**config.mk**
```make
export PLATFORM = sky130hd
export DESIGN_NAME = script_keyword_tokenizer_core
export DESIGN_NICKNAME = d
export VERILOG_FILES = /design/src/rtl/skt_pkg.sv /design/src/rtl/skt_scan.sv /design/src/rtl/script_keyword_tokenizer_core.sv
export SDC_FILE = /design/constraint.sdc
export NUM_CORES = 1
export LEC_CHECK = 0
export BUFFER_PORTS_ARGS = -buffer_cell sky130_fd_sc_hd__buf_2
export CAP_MARGIN = 20
export CORE_UTILIZATION = 40
export CTS_BUF_LIST = sky130_fd_sc_hd__clkbuf_8
export DETAILED_ROUTE_END_ITERATION = 12
export GPL_ROUTABILITY_DRIVEN = 1
export GPL_TIMING_DRIVEN = 0
export REMOVE_ABC_BUFFERS = 1
export SYNTH_ARGS = -nofsm -noshare
export SYNTH_HDL_FRONTEND = slang
export SYNTH_SLANG_ARGS = --single-unit
export TNS_END_PERCENT = 1
```
**constraint.sdc**
```tcl
create_clock -name i_clk -period 6.83 [get_ports i_clk]
set_input_delay 1.7075 -clock i_clk [delete_from_list [all_inputs] [get_ports i_clk]]
set_output_delay 1.7075 -clock i_clk [all_outputs]
set_load 0.01 [all_outputs]
```
**src/rtl/skt_pkg.sv**
```systemverilog
// Package for the script keyword tokenizer: sizes, token kind codes, the
// step decision struct and the byte class / keyword match helpers.
// No dependencies.
`default_nettype none
package skt_pkg;

    localparam int WINDOW_BYTES = 8;
    localparam int OFFSET_BITS  = 16;
    localparam int MAX_RESULTS  = 10;

    localparam int WIN_BITS = WINDOW_BYTES * 8;
    localparam int CNT_BITS = $clog2(WINDOW_BYTES + 1);
    localparam int IDX_BITS = $clog2(WINDOW_BYTES);
    localparam int RES_BITS = $clog2(MAX_RESULTS + 1);
    localparam int KW_COUNT = 6;

    typedef logic [OFFSET_BITS-1:0] t_off;
    typedef logic [CNT_BITS-1:0]    t_cnt;
    typedef logic [WIN_BITS-1:0]    t_win;
    typedef logic [4:0]             t_kind;
    typedef logic [RES_BITS-1:0]    t_res;

    localparam t_off OFFSET_MAX = '1;

    typedef enum logic [1:0] {RUN_NONE, RUN_VAR, RUN_NUM, RUN_STR} t_run;
    typedef enum logic [1:0] {M_NO, M_YES, M_WAIT} t_match;

    localparam t_kind TK_VARIABLE = 5'd6;
    localparam t_kind TK_NUMBER   = 5'd7;
    localparam t_kind TK_SEMI     = 5'd8;
    localparam t_kind TK_EQUALS   = 5'd9;
    localparam t_kind TK_ARROW    = 5'd10;
    localparam t_kind TK_PLUS     = 5'd11;
    localparam t_kind TK_MUL      = 5'd12;
    localparam t_kind TK_DIV      = 5'd13;
    localparam t_kind TK_MINUS    = 5'd14;
    localparam t_kind TK_LPAREN   = 5'd15;
    localparam t_kind TK_RPAREN   = 5'd16;
    localparam t_kind TK_LBRACE   = 5'd17;
    localparam t_kind TK_RBRACE   = 5'd18;
    localparam t_kind TK_LESS     = 5'd19;
    localparam t_kind TK_GREATER  = 5'd20;
    localparam t_kind TK_LBRACKET = 5'd21;
    localparam t_kind TK_RBRACKET = 5'd22;
    localparam t_kind TK_COMMA    = 5'd23;
    localparam t_kind TK_STRING   = 5'd24;
    localparam t_kind TK_UNKNOWN  = 5'd25;
    localparam t_kind TK_EOF      = 5'd26;

    // one settle step of the window front
    typedef struct packed {
        logic  adv;
        t_cnt  pop;
        logic  emit;
        t_kind kind;
        t_off  off;
        t_off  len;
        t_run  mode;
        t_off  start;
        t_off  run_len;
    } t_step;

    function automatic t_off sat_inc(input t_off a);
        return (a == OFFSET_MAX) ? a : a + t_off'(1);
    endfunction

    function automatic logic is_digit(input logic [7:0] c);
        return (c >= "0") && (c <= "9");
    endfunction

    function automatic logic is_alnum(input logic [7:0] c);
        return is_digit(c) || ((c >= "a") && (c <= "z")) || ((c >= "A") && (c <= "Z"));
    endfunction

    function automatic logic is_space(input logic [7:0] c);
        return (c == " ") || ((c >= 8'd9) && (c <= 8'd13));
    endfunction

    // byte i of a word sits at [8i+:8]; the keyword index is its token kind
    function automatic logic [55:0] kw_text(input logic [2:0] k);
        logic [55:0] t;
        case (k)
            3'd0:    t = 56'("ohce");
            3'd1:    t = 56'("rof");
            3'd2:    t = 56'("fi");
            3'd3:    t = 56'("esle");
            3'd4:    t = 56'("hcaerof");
            3'd5:    t = 56'("sa");
            default: t = 56'("php?<");
        endcase
        return t;
    endfunction

    function automatic logic [2:0] kw_len(input logic [2:0] k);
        logic [2:0] l;
        case (k)
            3'd0:    l = 3'd4;
            3'd1:    l = 3'd3;
            3'd2:    l = 3'd2;
            3'd3:    l = 3'd4;
            3'd4:    l = 3'd7;
            3'd5:    l = 3'd2;
            default: l = 3'd5;
        endcase
        return l;
    endfunction

    function automatic t_match match_word(input t_win win, input t_cnt cnt,
                                          input logic [55:0] word, input logic [2:0] len,
                                          input logic bound, input logic closed);
        t_match r;
        logic   done;
        r    = M_YES;
        done = 1'b0;
        for (int i = 0; i < 7; i++) begin
            if (!done && (3'(i) < len)) begin
                if (CNT_BITS'(i) >= cnt) begin
                    r    = closed ? M_NO : M_WAIT;
                    done = 1'b1;
                end else if (win[8*i +: 8] != word[8*i +: 8]) begin
                    r    = M_NO;
                    done = 1'b1;
                end
            end
        end
        if (!done && bound) begin
            if (CNT_BITS'(len) >= cnt) begin
                r = closed ? M_YES : M_WAIT;
            end else begin
                for (int i = 0; i < 8; i++) begin
                    if (3'(i) == len) begin
                        r = is_alnum(win[8*i +: 8]) ? M_NO : M_YES;
                    end
                end
            end
        end
        return r;
    endfunction

endpackage
`default_nettype wire

```
**src/rtl/skt_scan.sv**
```systemverilog
// Settle unit: decides one step on the front of the pending window
// (run extension, run end, run start, skip, keyword, operator). Uses skt_pkg.
`default_nettype none
module skt_scan (
    input  wire skt_pkg::t_win  i_win,
    input  wire skt_pkg::t_cnt  i_count,
    input  wire                 i_closed,
    input  wire skt_pkg::t_run  i_mode,
    input  wire skt_pkg::t_off  i_start,
    input  wire skt_pkg::t_off  i_len,
    input  wire skt_pkg::t_off  i_front_off,
    output skt_pkg::t_step      o_step
);
    import skt_pkg::*;

    logic [7:0] c;
    t_match     m_php;
    t_match     m_kw [KW_COUNT];

    assign c     = i_win[7:0];
    assign m_php = match_word(i_win, i_count, kw_text(3'd7), kw_len(3'd7), 1'b0, i_closed);

    always_comb begin
        for (int k = 0; k < KW_COUNT; k++) begin
            m_kw[k] = match_word(i_win, i_count, kw_text(3'(k)), kw_len(3'(k)), 1'b1,
                                 i_closed);
        end
    end

    always_comb begin
        logic done;
        o_step         = '0;
        o_step.adv     = 1'b1;
        o_step.mode    = i_mode;
        o_step.start   = i_start;
        o_step.run_len = i_len;
        done           = 1'b0;
        if (i_mode == RUN_STR) begin
            o_step.pop = t_cnt'(1);
            if (c == "\"") begin
                o_step.emit = 1'b1;
                o_step.kind = TK_STRING;
                o_step.off  = i_start;
                o_step.len  = i_len;
                o_step.mode = RUN_NONE;
            end else begin
                o_step.run_len = sat_inc(i_len);
            end
        end else if (i_mode != RUN_NONE) begin
            if ((i_mode == RUN_VAR) ? is_alnum(c) : is_digit(c)) begin
                o_step.pop     = t_cnt'(1);
                o_step.run_len = sat_inc(i_len);
            end else begin
                // run ends; the byte stays for the next step
                o_step.emit = 1'b1;
                o_step.kind = (i_mode == RUN_VAR) ? TK_VARIABLE : TK_NUMBER;
                o_step.off  = i_start;
                o_step.len  = i_len;
                o_step.mode = RUN_NONE;
            end
        end else if (is_space(c)) begin
            o_step.pop = t_cnt'(1);
        end else if (m_php == M_WAIT) begin
            o_step.adv = 1'b0;
        end else if (m_php == M_YES) begin
            o_step.pop = t_cnt'(kw_len(3'd7));
        end else begin
            for (int k = 0; k < KW_COUNT; k++) begin
                if (!done && (m_kw[k] != M_NO)) begin
                    done = 1'b1;
                    if (m_kw[k] == M_WAIT) begin
                        o_step.adv = 1'b0;
                    end else begin
                        o_step.emit = 1'b1;
                        o_step.kind = t_kind'(k);
                        o_step.pop  = t_cnt'(kw_len(3'(k)));
                    end
                end
            end
            if (!done) begin
                o_step.pop = t_cnt'(1);
                if (c == "$") begin
                    o_step.mode    = RUN_VAR;
                    o_step.start   = sat_inc(i_front_off);
                    o_step.run_len = '0;
                end else if (is_digit(c)) begin
                    o_step.mode    = RUN_NUM;
                    o_step.start   = i_front_off;
                    o_step.run_len = t_off'(1);
                end else if (c == "\"") begin
                    o_step.mode    = RUN_STR;
                    o_step.start   = sat_inc(i_front_off);
                    o_step.run_len = '0;
                end else if (c == "=") begin
                    if (i_count < t_cnt'(2)) begin
                        o_step.adv  = i_closed;
                        o_step.emit = i_closed;
                        o_step.kind = TK_EQUALS;
                    end else if (i_win[15:8] == ">") begin
                        o_step.emit = 1'b1;
                        o_step.kind = TK_ARROW;
                        o_step.pop  = t_cnt'(2);
                    end else begin
                        o_step.emit = 1'b1;
                        o_step.kind = TK_EQUALS;
                    end
                end else begin
                    o_step.emit = 1'b1;
                    case (c)
                        ";":     o_step.kind = TK_SEMI;
                        "+":     o_step.kind = TK_PLUS;
                        "*":     o_step.kind = TK_MUL;
                        "/":     o_step.kind = TK_DIV;
                        "-":     o_step.kind = TK_MINUS;
                        "(":     o_step.kind = TK_LPAREN;
                        ")":     o_step.kind = TK_RPAREN;
                        "{":     o_step.kind = TK_LBRACE;
                        "}":     o_step.kind = TK_RBRACE;
                        "<":     o_step.kind = TK_LESS;
                        ">":     o_step.kind = TK_GREATER;
                        "[":     o_step.kind = TK_LBRACKET;
                        "]":     o_step.kind = TK_RBRACKET;
                        ",":     o_step.kind = TK_COMMA;
                        default: o_step.kind = TK_UNKNOWN;
                    endcase
                end
            end
        end
    end

endmodule
`default_nettype wire

```
**src/rtl/script_keyword_tokenizer_core.sv**
```systemverilog
// Top level of the script keyword tokenizer: pending window, run state,
// step sequencer and output register. Uses skt_pkg and skt_scan.
//
// Source bytes enter one item at a time and tokens leave as items with a
// source offset and length for variables, numbers and strings. An input item
// enters the pending window from the idle state, then the scan state takes
// settle steps on the window front (skip, keyword, operator, run byte or run
// end) until it sees the window settled or waiting for lookahead. A failed
// keyword prefix adds one step for each rescanned byte, plus one for each
// run that ends inside the window. After the final byte, the flush state
// emits any open run and the EOF state emits the EOF token. A step that
// emits waits while the output register is held by stall. The input stall
// is high whenever the sequencer is busy.
`default_nettype none
module script_keyword_tokenizer_core (
    input  wire                 i_clk,
    input  wire                 i_rst_n,
    input  wire                 i_valid,
    output logic                o_stall,
    input  wire  [7:0]          i_source_byte,
    input  wire                 i_end_of_source,
    output logic                o_valid,
    input  wire                 i_stall,
    output skt_pkg::t_kind      o_token_kind,
    output skt_pkg::t_off       o_value_offset,
    output skt_pkg::t_off       o_value_length,
    output logic                o_final_token
);
    import skt_pkg::*;

    typedef enum logic [1:0] {S_IDLE, S_SCAN, S_FLUSH, S_EOF} t_state;

    t_state r_state, n_state;
    t_win   r_win, n_win;
    t_cnt   r_count, n_count;
    t_run   r_mode, n_mode;
    t_off   r_start, n_start;
    t_off   r_len, n_len;
    t_off   r_offset, n_offset;
    t_off   r_cur, n_cur;
    logic   r_fin, n_fin;
    t_res   r_nres, n_nres;
    logic   r_o_valid, n_o_valid;
    t_kind  r_kind, n_kind;
    t_off   r_ooff, n_ooff;
    t_off   r_olen, n_olen;
    logic   r_ofin, n_ofin;

    t_step  step;
    t_off   front_off;
    t_off   back;
    logic   out_free;

    assign back      = t_off'(r_count - t_cnt'(1));
    assign front_off = (back > r_cur) ? '0 : r_cur - back;
    assign out_free  = !r_o_valid || !i_stall;

    skt_scan u_scan (
        .i_win       (r_win),
        .i_count     (r_count),
        .i_closed    (r_fin || (r_count >= t_cnt'(WINDOW_BYTES))),
        .i_mode      (r_mode),
        .i_start     (r_start),
        .i_len       (r_len),
        .i_front_off (front_off),
        .o_step      (step)
    );

    always_comb begin
        logic             want;
        logic             room;
        logic [IDX_BITS-1:0] idx;
        n_state   = r_state;
        n_win     = r_win;
        n_count   = r_count;
        n_mode    = r_mode;
        n_start   = r_start;
        n_len     = r_len;
        n_offset  = r_offset;
        n_cur     = r_cur;
        n_fin     = r_fin;
        n_nres    = r_nres;
        n_o_valid = r_o_valid && i_stall;
        n_kind    = r_kind;
        n_ooff    = r_ooff;
        n_olen    = r_olen;
        n_ofin    = r_ofin;
        want      = 1'b0;
        room      = r_nres < t_res'(MAX_RESULTS);
        idx       = '0;
        case (r_state)
            S_IDLE: begin
                if (i_valid) begin
                    if (r_count >= t_cnt'(WINDOW_BYTES)) begin
                        idx     = IDX_BITS'(WINDOW_BYTES - 1);
                        n_count = t_cnt'(WINDOW_BYTES);
                    end else begin
                        idx     = r_count[IDX_BITS-1:0];
                        n_count = r_count + t_cnt'(1);
                    end
                    n_win[8*idx +: 8] = i_source_byte;
                    n_cur    = r_offset;
                    n_offset = sat_inc(r_offset);
                    n_fin    = i_end_of_source;
                    n_nres   = '0;
                    n_state  = S_SCAN;
                end
            end
            S_SCAN: begin
                if ((r_count == '0) || !step.adv) begin
                    n_state = r_fin ? S_FLUSH : S_IDLE;
                end else begin
                    want = step.emit && room;
                    if (!want || out_free) begin
                        n_win   = r_win >> {step.pop, 3'b000};
                        n_count = (step.pop > r_count) ? '0 : r_count - step.pop;
                        n_mode  = step.mode;
                        n_start = step.start;
                        n_len   = step.run_len;
                        if (want) begin
                            n_o_valid = 1'b1;
                            n_kind    = step.kind;
                            n_ooff    = step.off;
                            n_olen    = step.len;
                            n_ofin    = 1'b0;
                            n_nres    = r_nres + t_res'(1);
                        end
                    end
                end
            end
            S_FLUSH: begin
                want = (r_mode != RUN_NONE) && room;
                if (!want) begin
                    n_state = S_EOF;
                end else if (out_free) begin
                    n_o_valid = 1'b1;
                    case (r_mode)
                        RUN_VAR: n_kind = TK_VARIABLE;
                        RUN_NUM: n_kind = TK_NUMBER;
                        default: n_kind = TK_STRING;
                    endcase
                    n_ooff  = r_start;
                    n_olen  = r_len;
                    n_ofin  = 1'b0;
                    n_nres  = r_nres + t_res'(1);
                    n_state = S_EOF;
                end
            end
            S_EOF: begin
                want = room;
                if (!want || out_free) begin
                    if (want) begin
                        n_o_valid = 1'b1;
                        n_kind    = TK_EOF;
                        n_ooff    = '0;
                        n_olen    = '0;
                        n_ofin    = 1'b1;
                        n_nres    = r_nres + t_res'(1);
                    end
                    // stream over: back to reset values
                    n_count  = '0;
                    n_mode   = RUN_NONE;
                    n_start  = '0;
                    n_len    = '0;
                    n_offset = '0;
                    n_fin    = 1'b0;
                    n_state  = S_IDLE;
                end
            end
            default: n_state = S_IDLE;
        endcase
    end

    always_ff @(posedge i_clk) begin
        r_win  <= n_win;
        r_cur  <= n_cur;
        r_kind <= n_kind;
        r_ooff <= n_ooff;
        r_olen <= n_olen;
        r_ofin <= n_ofin;
        if (!i_rst_n) begin
            r_state   <= S_IDLE;
            r_count   <= '0;
            r_mode    <= RUN_NONE;
            r_start   <= '0;
            r_len     <= '0;
            r_offset  <= '0;
            r_fin     <= 1'b0;
            r_nres    <= '0;
            r_o_valid <= 1'b0;
        end else begin
            r_state   <= n_state;
            r_count   <= n_count;
            r_mode    <= n_mode;
            r_start   <= n_start;
            r_len     <= n_len;
            r_offset  <= n_offset;
            r_fin     <= n_fin;
            r_nres    <= n_nres;
            r_o_valid <= n_o_valid;
        end
    end

    assign o_stall        = (r_state != S_IDLE);
    assign o_valid        = r_o_valid;
    assign o_token_kind   = r_kind;
    assign o_value_offset = r_ooff;
    assign o_value_length = r_olen;
    assign o_final_token  = r_ofin;

    a_count_bound: assert property (@(posedge i_clk) disable iff (!i_rst_n)
        r_count <= t_cnt'(WINDOW_BYTES))
        else $error("pending count above window size");

    a_res_bound: assert property (@(posedge i_clk) disable iff (!i_rst_n)
        r_nres <= t_res'(MAX_RESULTS))
        else $error("too many tokens for one item");

    a_final_is_eof: assert property (@(posedge i_clk) disable iff (!i_rst_n)
        (o_valid && o_final_token) |-> (o_token_kind == TK_EOF))
        else $error("final flag on a non-EOF token");

    a_eof_resets: assert property (@(posedge i_clk) disable iff (!i_rst_n)
        ((r_state == S_EOF) && (n_state == S_IDLE)) |=>
            ((r_offset == '0) && (r_count == '0) && (r_mode == RUN_NONE)))
        else $error("stream state not cleared after EOF");

endmodule
`default_nettype wire

```
==> results.cfg, run 1 <==
[clock_tree]
cts_made_buffers = 17
cts_resized = 0
clk_latency_ps = 480
htreeDepth = 4
cts_root_buffer = clkbuf_8
postCtsHoldBufs = 0
postCtsSetupRepairBufs = 0
cts_max_path_buffers = 2
tritoncts = yes
clk_pin_slew_ps = 110
cts.sinks = 180

[sta]
whs_ps = 457.7
setup_viol = 0
slew_violations = 0
tightest_slew_ps = 1104
relSlewSlack_pct = 25.39
fmax_mhz = 171.1
min_period_ps = 5846
rsz0062_at_grt = no
period_share_pct = 85.59
worst_clock_skew_ps = 13.30
report.final.hold_viol_count = 0

[setup_path]
cp-end-kind = flip-flop
critPathKind = flip-flop to flip-flop
crit_start = r_count[1]
required_ps = 7230
startpoint_type = flip-flop
worstSetupEndpoint = r_start[8]
timing.rr.end = r_start[8]
arrival_ps = 6250
r2r_start = r_count[1]
ff2ff_setup_slack_ps = 980
path_max_fanout = 15
reg2reg_depth = 18

[route]
post_drt_via_cell_ratio = 6.060
drt-total-wl_um = 35050
num_vias = 11050
drtAntennaViolNets = 0
route.detailed.drc = 0
routedWlPerCell_um = 19.22
drt_pass1_iterations = 5
drtIter0Drc = 1017

[pwr]
vdd_ir_drop_max_uv = 106.8
p_sw_share_pct = 36.74
power.density_nw_per_um2 = 217.6
power_frac_comb_pct = 29.9
p_leak_nw = 4.570
total_power_mw = 2.931
p_int_mw = 1.854
p_sw_mw = 1.077
clkPwrFrac_pct = 25.7
p_seq_share_pct = 44.4

[place]
gp_congestion = 0.9291
dp_cells = 1790
port_buffers = 52
placed_cell_area_um2 = 13060
dp_hpwl_um = 26510

[synthesis]
yosysSeqAreaShare_pct = 38.39
syn_avg_cell_area_um2 = 8.876
async_reset_ff_share_pct = 0
ys_warn_count = 0
ys_seq_elements = 180
synth_area_um2 = 12460
synth-edff-count = 118
synth_cells = 1404
synth_flop_cell = edfxtp_1
ys_types = 99

[die]
die_h_um = 178.5
die_area_um2 = 31860
die_width_um = 178.5
coreArea_um2 = 30590
rows = 64
initial_core_util_pct = 40.74
io_pins = 53

[global_route]
grt_pass1_vias = 10230
antenna_found_initial = 1
grt_pass1_wl_um = 56520
grt.overflow.total = 0
grt_usage_pct = 22.49
grt_max_degree = 36

[status]
outcome = finished clean

[job]
cap_violations = 0

[finish]
design_area_um2 = 13470
area_growth_pct = 8.072
nets = 1464
diodes = 0
mostFrequentLayoutCells = nor2_1, nand2_1, edfxtp_1
layout_commonest_cell = nor2_1
final_cells = 1823
drive_gt1_share_pct = 10.51

[worst_hold_path]
hold_class = flip-flop to flip-flop
synth_stat cells (8+ instances only):
library cell    n  share of area (%)
xnor2_1        21                1.5
edfxtp_1      118                 28
a21oi_1        91                3.7
a31oi_1        18               0.90
a211oi_1        8               0.48
nand3b_1        9               0.54
nor4_1         14               0.70
ha_1           34                3.4
mux2i_1        28                2.2
a221o_1         9               0.72
xor2_1         20                1.4
inv_1          24               0.72
and3_1         13               0.65
and2_1         41                2.1
nand2b_1       27                1.4
nand4_1        21                1.1
o221ai_1       17                1.2
o211ai_1       13               0.78
or3_1          17               0.85
o21a_1          8               0.48
o31ai_1         9               0.54
or2_2           8               0.40
a22o_1         12               0.84
nand4b_1       10               0.70
nand3_1        68                2.7
o21ai_0        83                3.3
nand2_1       127                3.8
nor3b_1        11               0.66
dfxtp_1        62                 10
nor3_1         44                1.8
clkbuf_1       48                1.4
o22ai_1        12               0.60
nor2_1        138                4.2
nor2b_1        23                1.2
and4_1          8               0.56
mux2_2          9               0.81
a32o_1          9               0.72
buf_2          13               0.52
critical path: stages (launching register included):
cell	delay (ps)
dfxtp_1	700
inv_1	270
ha_1	390
inv_1	80
fa_1	420
nor2b_1	230
o311ai_0	280
a211o_1	370
a41oi_1	670
nor2b_1	300
ha_1	230
nand2_1	60
a2111oi_0	310
nand3_1	230
nor3_1	280
a31oi_1	390
nor3b_1	290
xnor2_1	130
o21ai_0	150
kinds of logic after synthesis:
family	Yosys count	synth area share, %
buffers and inverters	99	3.333
AND/OR/NAND/NOR	622	26.57
flip-flops	180	38.39
XOR/XNOR	41	2.882
adder cells (fa/ha/maj)	36	3.735
multiplexers	44	3.845
AO/OA/AOI/OAI	382	21.24
area by class of cell:
cell class	count	area, um2
tap	396	495.5
clock inverter	14	160.2
inverter	26	97.59
fill	3025	17120
clock buffer	17	234.0
sequential	180	4785
timing repair buffer	65	419.2
multi-input combinational	1125	7277
worst min-delay path by stage:
stage                     start           to  cells after the start
finish              r_start[10]  r_start[10]                      2
global route          r_nres[3]    r_nres[3]                      2
CTS                 r_start[10]  r_start[10]                      2
detailed placement  r_start[10]  r_start[10]                      2
global placement     r_start[3]   r_start[3]                      2
floorplan            r_start[0]   r_start[0]                      2
power by group through the flow:
| stage | Sequential [mW] | Clock [mW] | Combinational, mW |
|---|---|---|---|
| after floorplan | 1.30 | 0 | 0.633 |
| after global placement | 1.33 | 0 | 0.844 |
| after detailed placement | 1.32 | 0 | 0.863 |
| after CTS | 1.30 | 0.767 | 0.868 |
| after global routing | 1.31 | 0.809 | 0.970 |
| final | 1.30 | 0.753 | 0.876 |
layer usage:
layer	routed length (um)	track usage, %	vias to the layer above
li1	-	-	5366
met1	16500	31.57	5236
met2	15500	34.56	383
met3	2295	4.135	60
met4	731	7.415	2
met5	13	0	-
registers in the layout, indices dropped and copies added (netlist names), named ones only:
register	count
o_final_token	1
o_token_kind	5
o_valid	1
o_value_length	16
o_value_offset	16
r_count	4
r_cur	16
r_fin	1
r_len	16
r_mode	2
r_nres	4
r_offset	16
r_start	16
r_state	1
r_win	64
stage by stage:
| step | utilization, % | setup TNS, ps | worst slack (ps) |
|---|---|---|---|
| finish | 44.03 | 0 | 984.4 |
| CTS | 43.99 | 0 | 1004 |
| global placement | 42.17 | -90880 | -1389 |
| detailed placement | 42.70 | 0 | 1039 |
| floorplan | - | 0 | 708.6 |
| global route | 44.03 | 0 | 261.8 |
Note: power is estimated with default switching activity, not from simulation.
==> run 2: changes to the inputs <==
--- a/config.mk
+++ b/config.mk
@@ -7,6 +7,7 @@
 export LEC_CHECK = 0
 export BUFFER_PORTS_ARGS = -buffer_cell sky130_fd_sc_hd__buf_2
 export CAP_MARGIN = 20
+export CORE_MARGIN = 5
 export CORE_UTILIZATION = 40
 export CTS_BUF_LIST = sky130_fd_sc_hd__clkbuf_8
 export DETAILED_ROUTE_END_ITERATION = 12
==> run 2 against run 1 <==
Effect of this change: final cell count increased by 0.11%; sequential share of layout area is essentially flat; combinational power is 0.7% higher; critical path depth stayed put; via count is 0.98% higher; wire length grew 2.0%; setup slack got worse by 81 ps; die area increased by 9.2%; critical path type unchanged; largest cell class unchanged; largest power group unchanged.
==> results.cfg, run 2 (synthesized netlist as in run 1, its figures left out) <==
[finish]
seq_area_um2 = 4785
post-route-util_pct = 43.97
diodes = 0
layout_commonest_cell = nor2_1
nFillCells = 3046
area_growth_pct = 8.223
mostFrequentLayoutCells = nor2_1, nand2_1, edfxtp_1
largest_reg_flops = 64
final_cells = 1825
multi_input_area_um2 = 7277
drive_gt1_share_pct = 10.57
regMostFlops = r_win
nets = 1465

[clock_tree]
htreeDepth = 4
postCtsHoldBufs = 0
cts.sinks = 180
cts_max_path_buffers = 2
cts_root_buffer = clkbuf_8
clk_latency_ps = 480
cts_resized = 0
cts_made_buffers = 17
tritoncts = yes
clk_pin_slew_ps = 100
postCtsSetupRepairBufs = 0

[route]
routedWlPerCell_um = 19.59
routed.top_layer = met4
drtIter0Drc = 909
drt_pass1_iterations = 5
met3_length_um = 2277
drt-total-wl_um = 35750
wl_met2_um = 16190
drtAntennaViolNets = 0
num_vias = 11160
post_drt_via_cell_ratio = 6.112
wl_met1_um = 16790
route.detailed.drc = 0

[global_route]
grt_pass1_wl_um = 57070
grt_usage_pct = 19.70
antenna_found_initial = 0
grt_pass1_vias = 10310
grt_max_degree = 37
grt.overflow.total = 0

[place]
pre_cts_ws_ps = 887.7
gp_congestion = 0.9473
dp_cells = 1792
dp_hpwl_um = 27040
port_buffers = 52

[setup_path]
path_max_fanout = 15
timing.rr.end = r_start[8]
arrival_ps = 6290
ff2ff_setup_slack_ps = 900
worstSetupEndpoint = r_start[8]
startpoint_type = flip-flop
cp-end-kind = flip-flop
r2r_start = r_count[1]
crit_start = r_count[1]
critPathKind = flip-flop to flip-flop
reg2reg_depth = 18
required_ps = 7190

[sta]
rsz0062_at_grt = no
relSlewSlack_pct = 30.52
period_share_pct = 86.78
worst_clock_skew_ps = 10.17
setup_ws_ps = 903.2
min_period_ps = 5927
fmax_mhz = 168.7
tightest_slew_ps = 1040
setup_viol = 0
report.final.hold_viol_count = 0
slew_violations = 0

[pwr]
power.density_nw_per_um2 = 217.6
p_seq_share_pct = 44.4
vdd_ir_drop_max_uv = 138.1
p_sw_share_pct = 36.79
p_int_mw = 1.855
power_frac_comb_pct = 30.1
p_leak_nw = 4.578
clkPwrFrac_pct = 25.6
p_sw_mw = 1.080

[die]
io_pins = 53
die_width_um = 186.5
coreArea_um2 = 30670
die_area_um2 = 34780
initial_core_util_pct = 40.63
die_h_um = 186.5
rows = 64

[status]
outcome = finished clean

[job]
cap_violations = 0

[worst_hold_path]
hold_class = flip-flop to flip-flop
==> run 2: power by group through the flow <==
stage | Sequential (mW) | Clock, mW | Combinational (mW)
after global routing | 1.31 | 0.816 | 0.971
after CTS | 1.30 | 0.766 | 0.873
after floorplan | 1.30 | 0 | 0.633
final | 1.30 | 0.750 | 0.882
after detailed placement | 1.32 | 0 | 0.868
after global placement | 1.33 | 0 | 0.844
==> run 2: final cells by class <==
cell class	count	share of cell area, %
multi-input combinational	1125	53.96
sequential	180	35.48
tap	396	3.674
timing repair buffer	66	3.228
clock buffer	17	1.735
clock inverter	15	1.206
inverter	26	0.7236
==> run 2: worst min-delay path by stage <==
stage                     from    endpoint  slack, ps  cells after the start
finish              r_start[4]  r_start[4]        450                      2
global route        r_start[4]  r_start[4]        480                      2
CTS                 r_start[8]  r_start[8]        460                      2
detailed placement  r_start[8]  r_start[8]        440                      2
global placement    r_start[4]  r_start[4]        430                      2
floorplan           r_start[0]  r_start[0]        420                      2
==> run 2: critical path: stages (launching register included) <==
cell and delay, ps:
dfxtp_1 680, inv_1 260, ha_1 390, inv_1 80, fa_1 440, nor2b_1 210, o311ai_0 280, a211o_1 380
a41oi_1 730, nor2b_1 290, ha_1 230, nand2_1 50, a2111oi_0 300, nand3_1 220, nor3_1 300, a31oi_1 400
nor3b_1 290, xnor2_1 160, o21ai_0 90
==> run 2: through the flow <==
step / setup TNS, ps / hold slack, ps / area [um2] / power, mW
CTS: 0 / 460.5 / 13480 / 2.938
finish: 0 / 454.4 / 13490 / 2.935
global placement: -107070 / 429.6 / 12900 / 2.169
floorplan: 0 / 416.7 / 12140 / 1.938
detailed placement: 0 / 437.2 / 13090 / 2.192
global route: 0 / 482.2 / 13490 / 3.097
==> run 2: per-layer routing <==
layer / vias to the layer above / global-route usage, %
met4: 0 / 5.045
met3: 39 / 2.952
met1: 5355 / 28.58
met2: 400 / 30.94
li1: 5361 / -
met5: - / 0
